## src/design/assert_macros.svh

```systemverilog
// ----------------------------------------------------------------------------
// assert_macros.svh
// Shared assertion macros for the activity selector.
// ----------------------------------------------------------------------------
`ifndef ASSERT_MACROS_SVH
`define ASSERT_MACROS_SVH

// Property must hold at every clock edge outside reset
`define IAS_ASSERT(lbl, prop, msg) \
    lbl: assert property (@(posedge clk) disable iff (!rst_n) prop) else $error(msg);

// Expression must never be true outside reset
`define IAS_NEVER(lbl, expr, msg) \
    lbl: assert property (@(posedge clk) disable iff (!rst_n) !(expr)) else $error(msg);

`endif

```

## src/design/ias_pkg.sv

```systemverilog
// ----------------------------------------------------------------------------
// ias_pkg
// Shared types and constants of the interval activity selector.
// ----------------------------------------------------------------------------
package ias_pkg;

    localparam int DEF_MAX_ACTIVITIES = 32;
    localparam int MAX_RESULTS        = 32;
    localparam int RES_CNT_W          = $clog2(MAX_RESULTS + 1);
    localparam int DATA_W             = 16;

    // Commands from the controller to the datapath
    typedef struct packed {
        logic load;   // accept one item into the sorter
        logic scan;   // scan phase active
    } ias_cmd_t;

    // Status from the datapath to the controller
    typedef struct packed {
        logic scan_end;  // sorter empty or result limit reached
    } ias_status_t;

endpackage

```

## src/design/ias_ctrl.sv

```systemverilog
// ----------------------------------------------------------------------------
// ias_ctrl
// Controller: load phase until the last item, then scan phase until done.
// ----------------------------------------------------------------------------
module ias_ctrl (
    input  logic                 clk,
    input  logic                 rst_n,
    input  logic                 start,
    input  logic                 last_item,
    input  ias_pkg::ias_status_t status,
    output ias_pkg::ias_cmd_t    cmd,
    output logic                 busy
);
    import ias_pkg::*;

    typedef enum logic {
        ST_LOAD,
        ST_SCAN
    } state_t;

    state_t state_reg;
    state_t state_next;
    logic   busy_reg;
    logic   busy_next;

    // Decode commands
    assign cmd.load = start && !busy_reg;
    assign cmd.scan = (state_reg == ST_SCAN);
    assign busy     = busy_reg;

    // Next state
    always_comb
    begin
        state_next = state_reg;
        busy_next  = busy_reg;
        unique case (state_reg)
            ST_LOAD:
            begin
                if (cmd.load && last_item)
                begin
                    state_next = ST_SCAN;
                    busy_next  = 1'b1;
                end
            end
            ST_SCAN:
            begin
                if (status.scan_end)
                begin
                    state_next = ST_LOAD;
                    busy_next  = 1'b0;
                end
            end
            default:
            begin
                state_next = ST_LOAD;
                busy_next  = 1'b0;
            end
        endcase
    end

    // Hold state and busy
    always_ff @(posedge clk or negedge rst_n)
    begin
        if (!rst_n)
        begin
            state_reg <= ST_LOAD;
            busy_reg  <= 1'b0;
        end
        else
        begin
            state_reg <= state_next;
            busy_reg  <= busy_next;
        end
    end

endmodule

```

## src/design/ias_datapath.sv

```systemverilog
// ----------------------------------------------------------------------------
// ias_datapath
// Systolic insertion sorter on end time, followed by a shifting greedy scan.
// ----------------------------------------------------------------------------
`include "assert_macros.svh"

module ias_datapath #(
    parameter int MAX_ACTIVITIES = ias_pkg::DEF_MAX_ACTIVITIES
) (
    input  logic                       clk,
    input  logic                       rst_n,
    input  ias_pkg::ias_cmd_t          cmd,
    output ias_pkg::ias_status_t       status,
    input  logic [ias_pkg::DATA_W-1:0] act_index,
    input  logic [ias_pkg::DATA_W-1:0] act_start,
    input  logic [ias_pkg::DATA_W-1:0] act_end,
    output logic                       result_valid,
    output logic [ias_pkg::DATA_W-1:0] chosen_index,
    output logic                       final_choice,
    output logic                       overflow
);
    import ias_pkg::*;

    localparam int CNT_W = $clog2(MAX_ACTIVITIES + 1);

    // Sorter cells, kept in ascending end order
    logic [DATA_W-1:0] cell_index_reg [MAX_ACTIVITIES];
    logic [DATA_W-1:0] cell_start_reg [MAX_ACTIVITIES];
    logic [DATA_W-1:0] cell_end_reg   [MAX_ACTIVITIES];

    logic [CNT_W-1:0]     count_reg,     count_next;
    logic                 dropped_reg,   dropped_next;
    logic [DATA_W-1:0]    last_end_reg,  last_end_next;
    logic [RES_CNT_W-1:0] sel_count_reg, sel_count_next;
    logic                 pend_valid_reg, pend_valid_next;
    logic [DATA_W-1:0]    pend_index_reg, pend_index_next;

    logic                 valid_reg, valid_next;
    logic [DATA_W-1:0]    index_reg, index_next;
    logic                 final_reg, final_next;
    logic                 ovf_reg,   ovf_next;

    logic [MAX_ACTIVITIES-1:0] later;
    logic full;
    logic scan_end;
    logic scan_step;
    logic head_sel;

    assign full      = (count_reg == CNT_W'(MAX_ACTIVITIES));
    assign scan_end  = (count_reg == '0) || (sel_count_reg == RES_CNT_W'(MAX_RESULTS));
    assign scan_step = cmd.scan && !scan_end;
    assign head_sel  = (cell_start_reg[0] >= last_end_reg);
    assign status.scan_end = scan_end;

    // Flag cells that must move up: empty, or ending strictly after the new item
    always_comb
    begin
        for (int i = 0; i < MAX_ACTIVITIES; i++)
        begin
            later[i] = (CNT_W'(i) >= count_reg) || (cell_end_reg[i] > act_end);
        end
    end

    // Insert on load, shift towards the head on scan
    always_ff @(posedge clk)
    begin
        if (cmd.load && !full)
        begin
            for (int i = 0; i < MAX_ACTIVITIES; i++)
            begin
                if (i > 0 && later[(i > 0) ? i - 1 : 0])
                begin
                    cell_index_reg[i] <= cell_index_reg[(i > 0) ? i - 1 : 0];
                    cell_start_reg[i] <= cell_start_reg[(i > 0) ? i - 1 : 0];
                    cell_end_reg[i]   <= cell_end_reg[(i > 0) ? i - 1 : 0];
                end
                else if (later[i])
                begin
                    cell_index_reg[i] <= act_index;
                    cell_start_reg[i] <= act_start;
                    cell_end_reg[i]   <= act_end;
                end
            end
        end
        else if (scan_step)
        begin
            for (int i = 0; i < MAX_ACTIVITIES - 1; i++)
            begin
                cell_index_reg[i] <= cell_index_reg[i + 1];
                cell_start_reg[i] <= cell_start_reg[i + 1];
                cell_end_reg[i]   <= cell_end_reg[i + 1];
            end
        end
    end

    // Control and result next values
    always_comb
    begin
        count_next      = count_reg;
        dropped_next    = dropped_reg;
        last_end_next   = last_end_reg;
        sel_count_next  = sel_count_reg;
        pend_valid_next = pend_valid_reg;
        pend_index_next = pend_index_reg;
        valid_next      = 1'b0;
        index_next      = index_reg;
        final_next      = final_reg;
        ovf_next        = ovf_reg;
        priority if (cmd.load)
        begin
            if (full)
            begin
                dropped_next = 1'b1;
            end
            else
            begin
                count_next = count_reg + CNT_W'(1);
            end
        end
        else if (scan_step)
        begin
            // Examine the head cell, emit the previous choice once a new one is found
            count_next = count_reg - CNT_W'(1);
            if (head_sel)
            begin
                if (pend_valid_reg)
                begin
                    valid_next = 1'b1;
                    index_next = pend_index_reg;
                    final_next = 1'b0;
                    ovf_next   = dropped_reg;
                end
                pend_valid_next = 1'b1;
                pend_index_next = cell_index_reg[0];
                last_end_next   = cell_end_reg[0];
                sel_count_next  = sel_count_reg + RES_CNT_W'(1);
            end
        end
        else if (cmd.scan)
        begin
            // Flush the held choice as final and clear for the next set
            valid_next      = pend_valid_reg;
            index_next      = pend_index_reg;
            final_next      = 1'b1;
            ovf_next        = dropped_reg;
            pend_valid_next = 1'b0;
            count_next      = '0;
            dropped_next    = 1'b0;
            last_end_next   = '0;
            sel_count_next  = '0;
        end
    end

    // Hold control state
    always_ff @(posedge clk or negedge rst_n)
    begin
        if (!rst_n)
        begin
            count_reg      <= '0;
            dropped_reg    <= 1'b0;
            last_end_reg   <= '0;
            sel_count_reg  <= '0;
            pend_valid_reg <= 1'b0;
            valid_reg      <= 1'b0;
        end
        else
        begin
            count_reg      <= count_next;
            dropped_reg    <= dropped_next;
            last_end_reg   <= last_end_next;
            sel_count_reg  <= sel_count_next;
            pend_valid_reg <= pend_valid_next;
            valid_reg      <= valid_next;
        end
    end

    // Hold payload
    always_ff @(posedge clk)
    begin
        pend_index_reg <= pend_index_next;
        index_reg      <= index_next;
        final_reg      <= final_next;
        ovf_reg        <= ovf_next;
    end

    assign result_valid = valid_reg;
    assign chosen_index = index_reg;
    assign final_choice = final_reg;
    assign overflow     = ovf_reg;

    `IAS_NEVER(a_load_in_scan, cmd.load && cmd.scan, "item loaded during scan")
    `IAS_NEVER(a_count_range, count_reg > CNT_W'(MAX_ACTIVITIES), "held count out of range")
    `IAS_ASSERT(a_final_ends, (valid_reg && final_reg) |=> !valid_reg, "result after final")
    `IAS_ASSERT(a_flush_pending, (cmd.scan && scan_end) |-> pend_valid_reg,
        "set closed with no choice")

endmodule

```

## src/design/interval_activity_selector.sv

```systemverilog
// ----------------------------------------------------------------------------
// interval_activity_selector
// Greedy earliest-finish activity selection over a stably sorted set.
// ----------------------------------------------------------------------------
//  channel  | handshake               | fields
//  ---------+-------------------------+------------------------------------------
//  item in  | start, busy             | act_index, act_start, act_end, last_item
//  result   | result_valid (strobe)   | chosen_index, final_choice, overflow
//
//  Loading takes one item per cycle while busy is low; the sorter cells absorb
//  each on arrival. After the last item, busy stays high while the cells shift
//  past the compare stage, until the sorter is empty or the result limit is hit.
//  Each result strobes in the cycle after its successor is found; the final one
//  strobes in the same cycle that busy falls.
//  Reset clears the held count, flags and controller; cell contents are kept.
//  Results are strobed for one cycle each; the receiver cannot stall them.
// ----------------------------------------------------------------------------
module interval_activity_selector #(
    parameter int MAX_ACTIVITIES = ias_pkg::DEF_MAX_ACTIVITIES
) (
    input  logic                       clk,
    input  logic                       rst_n,
    input  logic                       start,
    output logic                       busy,
    input  logic [ias_pkg::DATA_W-1:0] act_index,
    input  logic [ias_pkg::DATA_W-1:0] act_start,
    input  logic [ias_pkg::DATA_W-1:0] act_end,
    input  logic                       last_item,
    output logic                       result_valid,
    output logic [ias_pkg::DATA_W-1:0] chosen_index,
    output logic                       final_choice,
    output logic                       overflow
);
    import ias_pkg::*;

    ias_cmd_t    cmd;
    ias_status_t status;

    // Sequence the load and scan phases
    ias_ctrl u_ctrl (
        .clk       (clk),
        .rst_n     (rst_n),
        .start     (start),
        .last_item (last_item),
        .status    (status),
        .cmd       (cmd),
        .busy      (busy)
    );

    // Sort and select
    ias_datapath #(
        .MAX_ACTIVITIES (MAX_ACTIVITIES)
    ) u_datapath (
        .clk          (clk),
        .rst_n        (rst_n),
        .cmd          (cmd),
        .status       (status),
        .act_index    (act_index),
        .act_start    (act_start),
        .act_end      (act_end),
        .result_valid (result_valid),
        .chosen_index (chosen_index),
        .final_choice (final_choice),
        .overflow     (overflow)
    );

endmodule

```

## config.mk

```make
export PLATFORM = sky130hd
export DESIGN_NAME = interval_activity_selector
export DESIGN_NICKNAME = d
export VERILOG_FILES = /design/src/design/ias_pkg.sv /design/src/design/ias_ctrl.sv /design/src/design/ias_datapath.sv /design/src/design/interval_activity_selector.sv
export VERILOG_INCLUDE_DIRS = /design/src /design/src/design
export SDC_FILE = /design/constraint.sdc
export NUM_CORES = 2
export LEC_CHECK = 0
export BUFFER_PORTS_ARGS = -buffer_cell sky130_fd_sc_hd__buf_4
export CAP_MARGIN = 20
export CORE_ASPECT_RATIO = 1.75
export CORE_MARGIN = 2
export CORE_UTILIZATION = 50
export CTS_BUF_LIST = sky130_fd_sc_hd__clkbuf_2
export CTS_CLUSTER_DIAMETER = 200
export DETAILED_ROUTE_END_ITERATION = 7
export PLACE_DENSITY = 0.61
export SLEW_MARGIN = 20
export SYNTH_ARGS = -nofsm -noshare
export SYNTH_HDL_FRONTEND = slang
export SYNTH_SLANG_ARGS = --single-unit
```

## constraint.sdc

```tcl
create_clock -name clk -period 7.7 [get_ports clk]
set_input_delay 0 -clock clk [delete_from_list [all_inputs] [get_ports clk]]
set_output_delay 0 -clock clk [all_outputs]
set_load 0.02 [all_outputs]
```

## Word level (Yosys, flattened, before mapping)

Memory sizes are Yosys's and may differ from the RTL's.
Cells that the tools add are included.

- RAM bits: 1,536
- Register bits: 67
- Word-level logic and storage cells: 744
- Bits of input ports: 52
- Output and inout port bits: 20
- Memories: 3

- Equal/unequal tests: 9
- Muxes and demuxes: 414
- $lt $le $gt $ge: 65
- Add/subtract/negate cells: 3
- Reduce and logical (&&, ||, !) cells: 50
- Bitwise gates (word level): 188

Memories:

| memory | words | bits a word | read ports | clocked after memory_dff | wr ports | RTL line | RTL |
|---|---|---|---|---|---|---|---|
| u_datapath.cell_end_reg | 32 | 16 | 32 | 0 | 32 | ias_datapath.sv:29 | `logic [DATA_W-1:0] cell_end_reg [MAX_ACTIVITIES];` |
| u_datapath.cell_index_reg | 32 | 16 | 32 | 0 | 32 | ias_datapath.sv:27 | `logic [DATA_W-1:0] cell_index_reg [MAX_ACTIVITIES];` |
| u_datapath.cell_start_reg | 32 | 16 | 32 | 0 | 32 | ias_datapath.sv:28 | `logic [DATA_W-1:0] cell_start_reg [MAX_ACTIVITIES];` |

Operator list:

| operator | number |
|---|---|
| $mux W16 | 193 |
| $gt A16 B16 Y1 | 32 |
| $mux W1 | 213 |
| $or A1 B1 Y1 | 186 |
| $ge A5 B6 Y1 const A | 16 |
| $ge A4 B6 Y1 const A | 8 |
| $mux W6 | 6 |
| $logic_or A1 B1 Y1 | 33 |
| $ge A3 B6 Y1 const A | 4 |
| $ge A16 B16 Y1 | 1 |
| $add A6 B1 Y6 const B | 2 |
| $eq A6 B6 Y1 const B | 2 |
| $ge A1 B6 Y1 const A | 2 |
| $ge A2 B6 Y1 const A | 2 |
| $reduce_and A3 Y1 | 3 |
| $ne A2 B1 Y1 const B | 4 |
| $logic_not A6 Y1 | 1 |
| $ne A2 B2 Y1 const B | 3 |
| $sub A6 B1 Y6 const B | 1 |
| $logic_and A1 B1 Y1 | 4 |
| $pmux W1 S2 | 2 |
| $reduce_and A2 Y1 | 2 |
| $reduce_and A4 Y1 | 1 |
| $reduce_bool A2 Y1 | 2 |
| 3 further kinds | 6 |

## Logic depth before layout (Yosys ltp)

- Depth in word-level cells: 8
- Mapped depth: 14
- Gate-level depth less buffers: 9

## Cells and area by module

A second synthesis with hierarchy kept.

- Cell total of the unflattened synthesis: 8,300
- Area, all modules: 89,628.5 um2

Modules (own cells, without submodules):

| module | cells each | times used | area an instance (um2) | seq. area each (um2) |
|---|---|---|---|---|
| ias_datapath | 8,291 | 1 | 89,528.4 | 47,921.0 |
| ias_ctrl | 9 | 1 | 100.1 | 50.0 |

## Worst setup path before layout

OpenSTA, ideal clock, no wires.

- Path kind: input port to flip-flop
- From: input port act_end[1] in the netlist's numbering
- To: memory u_datapath.cell_end_reg[22][0] (enable)
- Cell stages on the path: 12
- Required time: 7,180 ps
- Setup time: 520 ps
- Path slack: 1,226 ps
- Path buffers: 3
- Arrival: 5,954 ps
- Cell sequence: clkbuf_1 inv_1 ha_1 nor2b_1 o211ai_1 a2111o_1 a21oi_1 or3_1 clkbuf_1 buf_1 nor3_1 o21ai_0

RTL lines:

| item | RTL line | RTL |
|---|---|---|
| start, declared | interval_activity_selector.sv:27 | `input logic [ias_pkg::DATA_W-1:0] act_end,` |
| end, declared | ias_datapath.sv:29 |  |

==> reports/summary.log <==
[critical_path] Max stage delay cell, worst path dlygate4sd3_1
[sta] number of hold violations in the final report 0
[sta] unrepaired setup endpoints after global routing false
[critical_path] WS Path Type input port to flop
[critical_path] endpoint arrival time on the critical path 6.46 ns
[power] leakage power figure 38.72 nW
[global_routing] antenna violations before repair 13
[synthesis] post-synthesis cell type count 86
[drt] post-detailed-route wirelength per cell 24.17 µm
[power] register share of total power 44.5%
[drt] ANT nets after route 0
[layout] share of post-route cells with drive strength above 1 11.37%
[power] power density relative to cell area 485.2 mW/mm²
[power] net switching share of the total power 43.64%
[synthesis] synthesized area per cell 11.09 µm²
[power] cell-internal power 0.02656 W
[sta] period utilisation layout 68.48%
[layout] most common cell after layout, fill and taps aside edfxtp_1
[critical_path] endpoint class of the critical path flop
[layout] nets@finish 8787
[critical_path] cell repeated most along the worst path buf_4
[sta] Period minus WS final 5.273 ns
[sta] measured slew at the worst slew-check pin 1.497 ns
[clock_network] Root Buffer Master clkbuf_2
[clock_network] CTS sink count 1603
[floorplan] number of ports placed on the die boundary 72
[place] routability-driven placement congestion ratio 0.9083
[sta] # setup viols final 0
[synthesis] Synth Net Count 8810
[place] half-perimeter wire length after placement 182.8 mm
[global_routing] largest net degree at the start of global routing 254
[sta] final count of pins violating max slew 0
[layout] P&R area growth vs syn 6.515%
[floorplan] die boundary height 568.9 µm
[floorplan] initial core utilization 50.22%
[power] Clock Power Share 11.9%
[sta] sum of negative setup slack 0 ns
[floorplan] total core area 0.1816 mm²
[critical_path] critical path startpoint category input port
[clock_network] Num CTS Buffers 383
[power] largest vdd supply drop 0.0003986 V
[clock_network] clk slew on worst S/H paths 0.12 ns
[synthesis] post-synthesis instance area 0.09119 mm²
[layout] Layout fillers 16000
[clock_network] CTS tree built
[clock_network] clock latency on the worst-skew pair 1.67 ns
[drt] router iterations before antenna repair 8
[sta] clock skew 0.1525 ns
[layout] post-layout utilization of the core 53.50%
[place] Port Buffers 71
[drt] Iteration-0 DRC Markers 6491
[critical_path] CP peak stage delay 1.27 ns
[synthesis] post-synthesis sequential area ratio 52.61%
[layout] Multi-input gate area 0.03920 mm²
[critical_path] Critical Path Fanout Max 40
[power] Net Switching 0.02057 W
[job] number of violations of the max-capacitance limit 0
[synthesis] dominant synthesized flop cell edfxtp_1
[synthesis] async set-reset flop share out of synthesis 2.059%
[layout] sequential cell area in the final layout 0.04797 mm²
[power] Overall Power 0.04712 W
[worst_hold_path] classification of the worst-slack hold path input port to flop
[synthesis] number of cells produced by synthesis 8224
[critical_path] critical-path cell list dlygate4sd3_1 > buf_4 > dlygate4sd3_1 > inv_1 > buf_4 > ha_1 > nand2_1 > o21ai_0 > a221oi_1 > o211a_1 > o22ai_4 > buf_4 > o21ai_0 > nand2_2 > buf_4
[outcome] run status finished clean
[drt] Routed WL 263.4 mm
[floorplan] full die area 0.1859 mm²
[clock_network] post-cts repair resize count 0
[sta] FMAX 189.6 MHz
[drt] number of vias per cell after detailed routing 6.243
[floorplan] num rows 207
[drt] routed vias 68030
[layout] most frequent cells in the layout 1570 x edfxtp_1, 1124 x nand2_1, 695 x mux2i_1, 688 x o21ai_0, 566 x clkbuf_2
[global_routing] number of global-route vias before repair 69090
[clock_network] clock tree buffer depth 4
[sta] max-slew headroom at the worst pin 0.1982%
[critical_path] reg-to-reg setup timing slack 2.53 ns
[global_routing] GR Overflow Total 0
[drt] final routed DRC violation total 0
[power] part of the total power dissipated in combinational logic 43.6%
[synthesis] number of flops mapped to enable cells by yosys 1570
[global_routing] first-pass GRT wire length 405.4 mm
[global_routing] global-route usage over all layers 27.68%
[synthesis] post-synthesis sequential element count 1603
[clock_network] Post-CTS Repair Setup Buffers 0
[floorplan] horizontal die dimension 326.8 µm
[clock_network] level count of the clock H-tree 5
[critical_path] required time of the critical path 8.89 ns
[synthesis] Yosys warning count 0
## final timing paths
path / start / endpoint / cells past startpoint
worst max-delay path: act_end[6] / u_datapath.cell_index_reg[0][456] / 15
worst min-delay path: last_item / u_ctrl.busy / 6
worst max register to register: u_datapath.count_reg[0] / u_datapath.cell_start_reg[0][28] / 9
worst min register to register: u_datapath.pend_index_reg[0] / u_datapath.chosen_index[0] / 0
max in group asynchronous: rst_n / u_datapath.last_end_reg[8] / 6
min in group asynchronous: rst_n / u_datapath.sel_count_reg[5] / 6
## per-stage QoR
step                cells  setup WS [ns]  cell area, µm²  hold slack (ns)
finish              10900          2.427           97130           0.3336
global route        10900          2.340           97120           0.2862
CTS                 10890          2.608           97080           0.1427
detailed placement  10110          2.606           92700         0.001905
global placement    10100          2.731           92640       -0.0003142
floorplan            8224          1.226           91190          -0.2956
## cell families after synthesis
kind of cell / after synthesis / share of synthesized area, %
compound gates: 2248 / 16.33
xor+xnor: 2 / 0.01921
fa+ha+maj: 534 / 7.327
buf+inv: 943 / 4.881
flops: 1603 / 52.61
mux: 776 / 8.629
simple gates: 2118 / 10.21
## final cells by class
type | count | share of cell area (%)
flip-flops and latches | 1603 | 49.39
multi-input cells | 5678 | 40.36
clock buffers | 566 | 2.917
inverters | 228 | 0.8811
well taps | 2403 | 3.096
clock inverters | 104 | 0.4431
repair buffers | 307 | 2.895
diodes | 7 | 0.01803
## power by group through the flow
stage / Clock, W / Sequential (W) / Combinational (W)
4_1_cts: 0.00580 / 0.0208 / 0.0206
3_5_place_dp: 0 / 0.0210 / 0.0204
3_3_place_gp: 0 / 0.0208 / 0.0197
5_1_grt: 0.00617 / 0.0214 / 0.0228
2_1_floorplan: 0 / 0.0199 / 0.0150
6_report: 0.00561 / 0.0210 / 0.0205
## Yosys cell counts, types with 58 or more instances
cell type / n / share of area, %
buf_4: 65 / 0.54
ha_1: 534 / 7.3
mux2i_1: 695 / 7.6
inv_1: 228 / 0.94
nor2_1: 354 / 1.5
o211ai_1: 73 / 0.60
buf_2: 237 / 1.3
o21ai_1: 58 / 0.32
nand3_1: 200 / 1.1
and2_1: 101 / 0.69
a21oi_1: 485 / 2.7
nand4_1: 108 / 0.74
mux2_2: 81 / 1.0
a22o_1: 67 / 0.64
nand2_1: 1151 / 4.7
a32oi_1: 142 / 1.4
clkbuf_1: 345 / 1.4
o21ai_0: 693 / 3.8
a221o_1: 152 / 1.7
o221ai_1: 155 / 1.5
a21o_1: 99 / 0.82
o311ai_0: 74 / 0.71
edfxtp_1: 1570 / 52
## worst max-delay path, delay by kind of cell
family,cells,cell delay (ns)
buffers and inverters,7,3.77
AO/OA/AOI/OAI,5,1.71
AND/OR/NAND/NOR,2,0.48
adder cells (fa/ha/maj),1,0.37
## layer usage
metal	GRT usage, %	share of wire (%)	wire length [µm]
met3	3.560	5.9	15560
met5	0	0	0
met2	46.68	49	128100
met4	16.15	6.0	15730
met1	34.04	39	104000
## repair_timing
| action | CTS | global route |
|---|---|---|
| hold endpoints to repair | 1924 | 0 |
| hold buffers | 111 | 0 |
| endpoints found under the setup margin | 0 | 0 |
Note: power is estimated with default switching activity, not from simulation.
